===== config.mk =====
export PLATFORM = sky130hd
export DESIGN_NAME = lidar_frame_point_decoder_top
export DESIGN_NICKNAME = d
export VERILOG_FILES = /design/src/rtl/lfpd_pkg.sv /design/src/rtl/lidar_frame_point_decoder_top.sv /design/src/rtl/lfpd_frame_mem.sv /design/src/rtl/lfpd_div.sv
export SDC_FILE = /design/constraint.sdc
export NUM_CORES = 1
export LEC_CHECK = 0
export BUFFER_PORTS_ARGS = -buffer_cell sky130_fd_sc_hd__buf_2
export CAP_MARGIN = 30
export CORE_ASPECT_RATIO = 0.6
export CORE_MARGIN = 4
export CORE_UTILIZATION = 65
export CTS_BUF_LIST = sky130_fd_sc_hd__clkbuf_4 sky130_fd_sc_hd__clkbuf_8
export DETAILED_ROUTE_END_ITERATION = 6
export GPL_TIMING_DRIVEN = 0
export PLACE_DENSITY = 0.82
export SKIP_CTS_REPAIR_TIMING = 1
export SYNTH_ARGS = -nofsm -noshare
export SYNTH_HDL_FRONTEND = slang
export SYNTH_HIERARCHICAL = 1
export SYNTH_SLANG_ARGS = --single-unit

===== constraint.sdc =====
create_clock -name clk -period 13.54 [get_ports clk]
set_input_delay 2.031 -clock clk [delete_from_list [all_inputs] [get_ports clk]]
set_output_delay 2.031 -clock clk [all_outputs]
set_load 0.05 [all_outputs]

===== src/rtl/lfpd_pkg.sv =====
// Shared types and constants for the lidar frame point decoder.
package lfpd_pkg;

	localparam int PTS_DEFAULT   = 12;
	localparam int ANGLE_L_POS   = 4;
	localparam int PT_BASE_POS   = 6;
	localparam int FULL_TURN     = 36000;
	localparam int OUT_TDATA_W   = 48;
	localparam int CFG_IDX_W     = 2;
	localparam int CFG_DATA_W    = 16;

	localparam logic [CFG_IDX_W-1:0] REG_START_BYTE    = 2'd0;
	localparam logic [CFG_IDX_W-1:0] REG_MIN_INTENSITY = 2'd1;
	localparam logic [CFG_IDX_W-1:0] REG_MAX_DISTANCE  = 2'd2;

	localparam logic [7:0]  START_BYTE_RST = 8'h54;
	localparam logic [7:0]  MIN_INT_RST    = 8'h00;
	localparam logic [15:0] MAX_DIST_RST   = 16'hFFFF;

	typedef enum logic [2:0] {
		ST_IDLE,
		ST_HDR,
		ST_HDR_W,
		ST_SPAN,
		ST_DIV,
		ST_PT,
		ST_PT_W,
		ST_EMIT
	} state_t;

	typedef enum logic [2:0] {
		SEL_A0L,
		SEL_A0H,
		SEL_A1L,
		SEL_A1H,
		SEL_DL,
		SEL_DH,
		SEL_INT
	} rd_sel_t;

endpackage


===== src/rtl/lidar_frame_point_decoder_top.sv =====
// Lidar frame point decoder: byte stream in, one request per frame point out.
//
// Input: s_tvalid/s_tready/s_tdata carry one sensor byte per request. While
// hunting, bytes are dropped until one equals start_byte; that byte and the
// next 10 + 3*POINTS_PER_FRAME bytes are written into the frame store, one
// byte per cycle. A start byte inside a frame is plain data.
// After the frame's final byte s_tready goes low while the frame is decoded:
// four header reads, one wait, the span reduction, the reciprocal multiply
// for the span per point, then for each point three store reads, one wait
// and one emit. The store's single read port serves all of these reads.
// Output: m_tvalid/m_tready/m_tdata/m_tlast, one request per point, held in
// an output register; tlast marks the frame's final point. A stalled receiver
// holds the decoder in its emit step; once the last point is registered the
// block takes input again while that point still waits.
// Configuration: cfg_we/cfg_index/cfg_wdata, written while idle.
// Reset (arst_n low) returns to hunting with registers at their defaults;
// the frame store is not cleared, every entry is written before it is read.
module lidar_frame_point_decoder_top #(
	parameter int POINTS_PER_FRAME = lfpd_pkg::PTS_DEFAULT
) (
	input  logic                             clk,
	input  logic                             arst_n,
	input  logic                             s_tvalid,
	output logic                             s_tready,
	input  logic [7:0]                       s_tdata,   // [7:0] data_byte
	output logic                             m_tvalid,
	input  logic                             m_tready,
	// [15:0] distance_mm, [23:16] intensity, [39:24] angle_centideg,
	// [43:40] point_index, [47:44] zero
	output logic [lfpd_pkg::OUT_TDATA_W-1:0] m_tdata,
	output logic                             m_tlast,   // last_point
	input  logic                             cfg_we,
	input  logic [lfpd_pkg::CFG_IDX_W-1:0]   cfg_index,
	input  logic [lfpd_pkg::CFG_DATA_W-1:0]  cfg_wdata
);

	localparam int FRAME_LEN = 11 + 3 * POINTS_PER_FRAME;
	localparam int END_POS   = lfpd_pkg::PT_BASE_POS + 3 * POINTS_PER_FRAME;
	localparam int AW        = $clog2(FRAME_LEN);
	localparam int DW        = $clog2(POINTS_PER_FRAME);
	localparam int PW        = $clog2(POINTS_PER_FRAME);

	localparam logic [AW-1:0] LAST_POS  = AW'(FRAME_LEN - 1);
	localparam logic [DW:0]   DIV_C     = (DW+1)'(POINTS_PER_FRAME - 1);
	localparam logic [PW-1:0] LAST_PT   = PW'(POINTS_PER_FRAME - 1);
	localparam logic [3:0]    LAST_IDX4 = 4'((POINTS_PER_FRAME - 1) % 16);
	localparam logic [16:0]   TURN17    = 17'(lfpd_pkg::FULL_TURN);

	// configuration
	logic [7:0]  start_byte_q;
	logic [7:0]  min_int_q;
	logic [15:0] max_dist_q;

	always_ff @(posedge clk or negedge arst_n) begin
		if (!arst_n) begin
			start_byte_q <= lfpd_pkg::START_BYTE_RST;
			min_int_q    <= lfpd_pkg::MIN_INT_RST;
			max_dist_q   <= lfpd_pkg::MAX_DIST_RST;
		end else if (cfg_we) begin
			case (cfg_index)
				lfpd_pkg::REG_START_BYTE:    start_byte_q <= cfg_wdata[7:0];
				lfpd_pkg::REG_MIN_INTENSITY: min_int_q    <= cfg_wdata[7:0];
				lfpd_pkg::REG_MAX_DISTANCE:  max_dist_q   <= cfg_wdata;
				default: ;
			endcase
		end
	end

	lfpd_pkg::state_t  state_q, state_nx;
	logic              in_frame_q;
	logic [AW-1:0]     pos_q;
	logic [1:0]        k_q;
	logic [PW-1:0]     pi_q;
	logic [AW-1:0]     pt_addr_q;

	logic              in_acc;
	logic              mem_we;
	logic [AW-1:0]     mem_waddr;
	logic              rd_en;
	logic [AW-1:0]     rd_addr;
	lfpd_pkg::rd_sel_t rd_sel;
	logic [7:0]        rdata;
	logic              rd_vld_s1;
	lfpd_pkg::rd_sel_t rd_sel_s1;

	logic              div_start;
	logic              div_done;
	logic [15:0]       div_quot;
	logic [DW-1:0]     div_rem;
	logic [15:0]       span;

	logic              out_free;
	logic              frame_end;

	// read data lands in the cycle after the address
	logic [15:0] a0_q, a1_q, dist_q;
	logic [7:0]  int_q;

	assign in_acc    = s_tvalid && s_tready;
	assign frame_end = in_acc && in_frame_q && (pos_q == LAST_POS);
	assign out_free  = !m_tvalid || m_tready;

	// next state
	always_comb begin
		state_nx = state_q;
		case (state_q)
			lfpd_pkg::ST_IDLE:  if (frame_end) state_nx = lfpd_pkg::ST_HDR;
			lfpd_pkg::ST_HDR:   if (k_q == 2'd3) state_nx = lfpd_pkg::ST_HDR_W;
			lfpd_pkg::ST_HDR_W: state_nx = lfpd_pkg::ST_SPAN;
			lfpd_pkg::ST_SPAN:  state_nx = lfpd_pkg::ST_DIV;
			lfpd_pkg::ST_DIV:   if (div_done) state_nx = lfpd_pkg::ST_PT;
			lfpd_pkg::ST_PT:    if (k_q == 2'd2) state_nx = lfpd_pkg::ST_PT_W;
			lfpd_pkg::ST_PT_W:  state_nx = lfpd_pkg::ST_EMIT;
			lfpd_pkg::ST_EMIT: begin
				if (out_free) begin
					state_nx = (pi_q == LAST_PT) ? lfpd_pkg::ST_IDLE : lfpd_pkg::ST_PT;
				end
			end
			default: state_nx = lfpd_pkg::ST_IDLE;
		endcase
	end

	// outputs of the sequencer
	always_comb begin
		s_tready  = 1'b0;
		rd_en     = 1'b0;
		rd_addr   = '0;
		rd_sel    = lfpd_pkg::SEL_A0L;
		div_start = 1'b0;
		case (state_q)
			lfpd_pkg::ST_IDLE: s_tready = 1'b1;
			lfpd_pkg::ST_HDR: begin
				rd_en = 1'b1;
				case (k_q)
					2'd0: begin
						rd_addr = AW'(lfpd_pkg::ANGLE_L_POS);
						rd_sel  = lfpd_pkg::SEL_A0L;
					end
					2'd1: begin
						rd_addr = AW'(lfpd_pkg::ANGLE_L_POS + 1);
						rd_sel  = lfpd_pkg::SEL_A0H;
					end
					2'd2: begin
						rd_addr = AW'(END_POS);
						rd_sel  = lfpd_pkg::SEL_A1L;
					end
					default: begin
						rd_addr = AW'(END_POS + 1);
						rd_sel  = lfpd_pkg::SEL_A1H;
					end
				endcase
			end
			lfpd_pkg::ST_SPAN: div_start = 1'b1;
			lfpd_pkg::ST_PT: begin
				rd_en   = 1'b1;
				rd_addr = pt_addr_q + AW'(k_q);
				case (k_q)
					2'd0:    rd_sel = lfpd_pkg::SEL_DL;
					2'd1:    rd_sel = lfpd_pkg::SEL_DH;
					default: rd_sel = lfpd_pkg::SEL_INT;
				endcase
			end
			default: ;
		endcase
	end

	// capture side of the frame: writes only while idle, reads only while decoding
	assign mem_we    = in_acc && (in_frame_q || (s_tdata == start_byte_q));
	assign mem_waddr = in_frame_q ? pos_q : '0;

	lfpd_frame_mem #(
		.DEPTH (FRAME_LEN),
		.AW    (AW)
	) u_mem (
		.clk   (clk),
		.we    (mem_we),
		.waddr (mem_waddr),
		.wdata (s_tdata),
		.re    (rd_en),
		.raddr (rd_addr),
		.rdata (rdata)
	);

	// span = (end - start) folded into one turn; a negative difference wraps by a full turn
	always_comb begin
		logic signed [17:0] d;
		d = $signed({2'b00, a1_q}) - $signed({2'b00, a0_q});
		if (d < 0) d = d + 18'sd36000;
		if (d < 0) d = -d;
		if (d >= 18'sd36000) d = d - 18'sd36000;
		span = d[15:0];
	end

	lfpd_div #(
		.DW      (DW),
		.DIVISOR (POINTS_PER_FRAME - 1)
	) u_div (
		.clk      (clk),
		.arst_n   (arst_n),
		.start    (div_start),
		.dividend (span),
		.done     (div_done),
		.quot     (div_quot),
		.rem      (div_rem)
	);

	always_ff @(posedge clk or negedge arst_n) begin
		if (!arst_n) begin
			state_q    <= lfpd_pkg::ST_IDLE;
			in_frame_q <= 1'b0;
			pos_q      <= '0;
			k_q        <= '0;
			pi_q       <= '0;
			rd_vld_s1  <= 1'b0;
		end else begin
			state_q   <= state_nx;
			rd_vld_s1 <= rd_en;
			if (in_acc) begin
				if (!in_frame_q) begin
					if (s_tdata == start_byte_q) begin
						in_frame_q <= 1'b1;
						pos_q      <= AW'(1);
					end
				end else if (pos_q == LAST_POS) begin
					in_frame_q <= 1'b0;
					pos_q      <= '0;
				end else begin
					pos_q <= pos_q + AW'(1);
				end
			end
			if ((state_q == lfpd_pkg::ST_HDR) || (state_q == lfpd_pkg::ST_PT)) begin
				k_q <= (state_nx == state_q) ? k_q + 2'd1 : 2'd0;
			end
			if (state_q == lfpd_pkg::ST_SPAN) begin
				pi_q <= '0;
			end else if (state_q == lfpd_pkg::ST_EMIT && out_free) begin
				pi_q <= pi_q + PW'(1);
			end
		end
	end

	always_ff @(posedge clk) begin
		if (rd_vld_s1) begin
			case (rd_sel_s1)
				lfpd_pkg::SEL_A0L: a0_q[7:0]    <= rdata;
				lfpd_pkg::SEL_A0H: a0_q[15:8]   <= rdata;
				lfpd_pkg::SEL_A1L: a1_q[7:0]    <= rdata;
				lfpd_pkg::SEL_A1H: a1_q[15:8]   <= rdata;
				lfpd_pkg::SEL_DL:  dist_q[7:0]  <= rdata;
				lfpd_pkg::SEL_DH:  dist_q[15:8] <= rdata;
				lfpd_pkg::SEL_INT: int_q        <= rdata;
				default: ;
			endcase
		end
		rd_sel_s1 <= rd_sel;
	end

	// angle offset i*span/(N-1) kept as quotient and remainder, stepped per point
	logic [15:0]   q_acc_q;
	logic [DW-1:0] r_acc_q;
	logic [DW:0]   r_sum;
	logic          r_carry;
	logic [DW:0]   r_wrap;
	logic [16:0]   ang_sum;
	logic [16:0]   ang_fix;
	logic [15:0]   dist_out;
	logic [7:0]    int_out;
	logic [PW+3:0] pi_ext;

	always_comb begin
		r_sum   = {1'b0, r_acc_q} + {1'b0, div_rem};
		r_carry = (r_sum >= DIV_C);
		r_wrap  = r_carry ? (r_sum - DIV_C) : r_sum;
		ang_sum = {1'b0, a0_q} + {1'b0, q_acc_q};
		ang_fix = (ang_sum > TURN17) ? (ang_sum - TURN17) : ang_sum;
		dist_out = (dist_q == 16'd0) ? max_dist_q : dist_q;
		int_out  = (int_q < min_int_q) ? 8'd0 : int_q;
		pi_ext   = {4'b0000, pi_q};
	end

	always_ff @(posedge clk) begin
		if (state_q == lfpd_pkg::ST_SPAN) begin
			pt_addr_q <= AW'(lfpd_pkg::PT_BASE_POS);
			q_acc_q   <= '0;
			r_acc_q   <= '0;
		end else if (state_q == lfpd_pkg::ST_EMIT && out_free) begin
			pt_addr_q <= pt_addr_q + AW'(3);
			q_acc_q   <= q_acc_q + div_quot + {15'd0, r_carry};
			r_acc_q   <= r_wrap[DW-1:0];
		end
	end

	// output register
	logic                             m_tvalid_q;
	logic [lfpd_pkg::OUT_TDATA_W-1:0] m_tdata_q;
	logic                             m_tlast_q;
	logic                             load;

	assign load = (state_q == lfpd_pkg::ST_EMIT) && out_free;

	always_ff @(posedge clk or negedge arst_n) begin
		if (!arst_n) begin
			m_tvalid_q <= 1'b0;
		end else if (load) begin
			m_tvalid_q <= 1'b1;
		end else if (m_tready) begin
			m_tvalid_q <= 1'b0;
		end
	end

	always_ff @(posedge clk) begin
		if (load) begin
			m_tdata_q <= {4'b0000, pi_ext[3:0], ang_fix[15:0], int_out, dist_out};
			m_tlast_q <= (pi_q == LAST_PT);
		end
	end

	assign m_tvalid = m_tvalid_q;
	assign m_tdata  = m_tdata_q;
	assign m_tlast  = m_tlast_q;

`ifndef ASSERT_OFF
	a_last_idx: assert property (@(posedge clk) disable iff (!arst_n)
		m_tvalid && m_tlast |-> m_tdata[43:40] == LAST_IDX4)
		else $error("tlast on a point that is not the frame's final one");

	a_div_done: assert property (@(posedge clk) disable iff (!arst_n)
		div_done |-> state_q == lfpd_pkg::ST_DIV)
		else $error("divider finished outside its wait step");

	a_frame_end: assert property (@(posedge clk) disable iff (!arst_n)
		frame_end |=> state_q == lfpd_pkg::ST_HDR && !s_tready)
		else $error("frame end did not start decoding");
`endif

endmodule


===== src/rtl/lfpd_frame_mem.sv =====
// Frame byte store: one write port, one registered read port.
module lfpd_frame_mem #(
	parameter int DEPTH = 47,
	parameter int AW    = 6
) (
	input  logic          clk,
	input  logic          we,
	input  logic [AW-1:0] waddr,
	input  logic [7:0]    wdata,
	input  logic          re,
	input  logic [AW-1:0] raddr,
	output logic [7:0]    rdata
);

	logic [7:0] mem [DEPTH];
	logic [7:0] rdata_q;

	always_ff @(posedge clk) begin
		if (we) begin
			mem[waddr] <= wdata;
		end
		if (re) begin
			rdata_q <= mem[raddr];
		end
	end

	assign rdata = rdata_q;

endmodule


===== src/rtl/lfpd_div.sv =====
// Span per point: reciprocal multiply by the constant point spacing count.
module lfpd_div #(
	parameter int DW      = 4,
	parameter int DIVISOR = 11
) (
	input  logic           clk,
	input  logic           arst_n,
	input  logic           start,
	input  logic [15:0]    dividend,
	output logic           done,
	output logic [15:0]    quot,
	output logic [DW-1:0]  rem
);

	// m = ceil(2^(16+l)/d) with l = ceil(log2 d) is exact for every 16-bit dividend
	localparam int          SH     = 16 + $clog2(DIVISOR);
	localparam int          PRW    = SH + 16;
	localparam int          MULT   = ((1 << SH) + DIVISOR - 1) / DIVISOR;
	localparam logic [16:0] MULT_C = 17'(MULT);
	localparam logic [15:0] DIV_C  = 16'(DIVISOR);

	logic [PRW-1:0] prod_s1;
	logic [15:0]    dvd_s1;
	logic           vld_s1;
	logic [15:0]    quot_q;
	logic [DW-1:0]  rem_q;
	logic           done_q;
	logic [15:0]    q_est;
	logic [15:0]    q_times_d;
	logic [15:0]    rem_full;

	always_comb begin
		q_est     = prod_s1[SH +: 16];
		q_times_d = q_est * DIV_C;
		rem_full  = dvd_s1 - q_times_d;
	end

	always_ff @(posedge clk or negedge arst_n) begin
		if (!arst_n) begin
			vld_s1 <= 1'b0;
			done_q <= 1'b0;
		end else begin
			vld_s1 <= start;
			done_q <= vld_s1;
		end
	end

	always_ff @(posedge clk) begin
		if (start) begin
			prod_s1 <= PRW'(dividend) * PRW'(MULT_C);
			dvd_s1  <= dividend;
		end
		if (vld_s1) begin
			quot_q <= q_est;
			rem_q  <= rem_full[DW-1:0];
		end
	end

	assign done = done_q;
	assign quot = quot_q;
	assign rem  = rem_q;

endmodule

==> impl_table.tex <==
\begin{tabular}{lr}
\hline
Metric & Value \\
\hline
\multicolumn{2}{l}{\textbf{Synth}} \\
Largest cells by area after synthesis & edfxtp\_1, ha\_1, fa\_1 \\
Most frequent cells after synthesis & edfxtp\_1, inv\_1, ha\_1, nor2\_1, mux2i\_1 \\
Average footprint of a synthesized cell & 12.96 um\^{}2 \\
Number of warnings reported in the yosys synthesis log & 6 \\
Leading register cell type out of synthesis & edfxtp\_1 \\
Cells after Synth & 2529 \\
Share of the synthesized area in the top cell type & 47.56\% \\
Count of cell types in the netlist & 90 \\
Most used standard cell by instance count after synthesis & edfxtp\_1 \\
Sequential element share of the synthesized area & 53.38\% \\
Post-synth ARST share & 8.667\% \\
Count of state elements after synthesis & 600 \\
Mapped cell area & 32770 um\^{}2 \\
Cell taking the most area after synthesis & edfxtp\_1 \\
Number of enable-type register cells in the synthesized netlist & 519 \\
\multicolumn{2}{l}{\textbf{Die}} \\
I/O pin total & 82 \\
Initial Utilization & 66.09\% \\
Core area & 49580 um\^{}2 \\
Area of the die & 54190 um\^{}2 \\
Die Span Y & 181.9 um \\
Die Wd & 297.9 um \\
Number of rows in the core area & 63 \\
\multicolumn{2}{l}{\textbf{Routing}} \\
First-pass DRT Iterations & 6 \\
Total via count after detailed routing & 21920 \\
DRT iter0 DRCs & 2330 \\
Overall routed net length & 79910 um \\
ANT nets after route & 0 \\
Avg WL per Cell & 23.24 um \\
Routed vias/inst & 6.373 \\
Remaining routing DRC violations & 0 \\
\multicolumn{2}{l}{\textbf{CTS}} \\
Maximum count of clock buffers along a single path & 3 \\
TritonCTS clock tree & yes \\
Clock sink total & 600 \\
Cell at the root of the clock tree & clkbuf\_8 \\
Number of levels the H-tree was split into & 3 \\
Number of buffers inserted during clock tree synthesis & 86 \\
Clock transition at path regs & 0.07 ns \\
Latest clock arrival within the worst-skew pair & 0.66 ns \\
\multicolumn{2}{l}{\textbf{Final layout}} \\
Final non-filler cell area & 36050 um\^{}2 \\
FF+latch area & 17490 um\^{}2 \\
Layout fillers & 3272 \\
Diode count & 0 \\
Cell Count, Final, Fillers Out & 3439 \\
Layout overhead on the synthesized area & 10.01\% \\
Final Net Count & 3075 \\
Post-layout utilization of the core & 72.71\% \\
Fraction of final layout cells with drive strength greater than 1 & 14.63\% \\
Multi-input combinational cell area & 13970 um\^{}2 \\
\multicolumn{2}{l}{\textbf{Place}} \\
DP Cell Count & 3273 \\
Count of buffers inserted at the top-level ports & 77 \\
Dpl ws & 2.080 ns \\
Placement Cell Area & 34200 um\^{}2 \\
Detailed Place HPWL & 58050 um \\
Final weighted congestion of routability-driven global placement & 0.9907 \\
\multicolumn{2}{l}{\textbf{Run}} \\
Count of maximum capacitance violations & 0 \\
\multicolumn{2}{l}{\textbf{Global route}} \\
Initial antenna violation count & 0 \\
Number of global-route vias before repair & 21690 \\
Total global routing track utilization & 29.82\% \\
First-pass GRT wire length & 124700 um \\
Pin count of the biggest net entering global routing & 49 \\
Global route total overflow & 0 \\
\multicolumn{2}{l}{\textbf{Setup path}} \\
Critical-path maximum fanout & 10 \\
Kind of end point of the critical path & flop \\
Worst endpoint data arrival time & 12.19 ns \\
Slowest cell delay on critical path & 0.75 ns \\
Crit path kind & reg -> reg \\
Bufs and invs on worst path & 8 \\
CP top delay family & adder cells \\
Startpoint kind of the worst setup timing path & flop \\
Worst EP required & 14.00 ns \\
Cell seen most often among critical-path stages & inv\_1 \\
Library cell contributing the largest single delay on the critical path & a2111oi\_2 \\
\multicolumn{2}{l}{\textbf{Power and ir drop}} \\
Power Total & 3.610 mW \\
Maximum resistive drop on vdd & 80.95 uV \\
Power per unit of standard cell area & 100.1 nW/um\^{}2 \\
Pleak & 14.04 nW \\
\multicolumn{2}{l}{\textbf{Timing}} \\
Setup Skew & 0.05042 ns \\
Setup WS post-layout & 1.810 ns \\
Final period utilization & 86.63\% \\
Unrepaired setup endpoints after global routing & no \\
Setup-violating endpoint count in the final report & 0 \\
Sum of negative setup slack & 0 ns \\
F\_max & 85.25 MHz \\
Slew at the pin closest to its max-slew limit & 1.134 ns \\
Hold Vio Cnt, Final & 0 \\
Rel. slew slack & 23.83\% \\
Final count of pins violating max slew & 0 \\
Post-layout min period & 11.73 ns \\
Hold slack & 0.4181 ns \\
\multicolumn{2}{l}{\textbf{Run status}} \\
Status & complete, no violations \\
\multicolumn{2}{l}{\textbf{Worst hold path}} \\
Kind of path behind the tightest hold check & reg -> reg \\
\hline
\end{tabular}
state kept, by name, indices dropped and copies added (netlist names), 13 cells and up:
name           cells
m_tdata           44
u_mem/mem        376
dist_q            16
q_acc_q           16
u_div/quot        13
max_dist_q        16
a0_q              16
a1_q              16
u_div/prod_s1     13
final timing paths:
| kind | end | slack (ns) | depth (start not counted) | from |
|---|---|---|---|---|
| min in group asynchronous | min_int_q[2] | 1.27 | 1 | arst_n |
| worst min-delay path | u_div/quot[6] | 0.42 | 0 | u_div/prod_s1[26] |
| worst max register to register | u_div/prod_s1[31] | 1.81 | 37 | a0_q[0] |
| worst min register to register | u_div/quot[6] | 0.42 | 0 | u_div/prod_s1[26] |
| worst max-delay path | u_div/prod_s1[31] | 1.81 | 37 | a0_q[0] |
| max in group asynchronous | start_byte_q[6] | 11.68 | 2 | arst_n |
per-layer routing:
layer / vias up / part of all wire [%] / GRT usage [%]
li1: 9659 / - / -
met1: 10830 / 44 / 46.15
met2: 1297 / 41 / 42.15
met3: 132 / 14 / 8.927
met4: 0 / 1.6 / 6.109
met5: - / 0 / 0
layout by cell type (no fill, tap or decap), types with 11 or more instances in the layout:
cell       count
mux2i_1      122
nand3_1       56
a31oi_1       14
clkbuf_8      89
xor2_1        41
clkbuf_4      40
nand4_1       21
nor4_1        12
mux4_2        32
o21a_1        12
a22oi_1       50
o21ai_0       63
a21oi_1       92
nand2b_1      25
o21bai_1      25
edfxtp_1     519
nor2b_1       32
dfrtp_1       33
or3_1         29
buf_4         13
clkinv_1      14
fa_1         104
dfstp_2       19
inv_1        251
clkbuf_1      46
ha_1         223
dfxtp_1       29
nand2_1      121
buf_2        102
and2_1        21
a211o_1       12
o2111ai_1     14
xnor2_1       56
nor3_1        23
a21o_1        42
clkinv_2      11
o211ai_1      22
nor2_1       129
mux2_2        36
area by class of cell:
type / count / area share (%)
Buffer: 91 / 1.253
Clock buffer: 128 / 4.210
Clock inverter: 32 / 0.5935
Inverter: 252 / 2.624
Multi-Input combinational cell: 1591 / 38.76
Sequential cell: 600 / 48.52
Tap cell: 650 / 2.256
Timing Repair Buffer: 95 / 1.788
logic make-up (layout without fill, tap and decap cells):
| family | after synthesis | count (layout) | synth area share, % |
|---|---|---|---|
| and+or+nand+nor | 514 | 514 | 7.893 |
| buffers and inverters | 343 | 598 | 4.261 |
| adders and majority gates | 327 | 327 | 14.87 |
| AOI/OAI and AO/OA | 445 | 445 | 9.477 |
| DFF | 600 | 600 | 53.38 |
| other | 2 | 7 | 0.02292 |
| muxes | 191 | 191 | 7.194 |
| xor gates and xnor gates | 107 | 107 | 2.906 |
power by group:
group	internal (mW)	switching (mW)	leakage, nW	total [mW]
Sequential	2.04	0.0172	5.52	2.05
Clock	0.748	0.694	0.932	1.44
Combinational	0.0450	0.0696	7.59	0.115
Total	2.83	0.781	14.0	3.61
No activity file was read; power rests on OpenSTA's default activity.
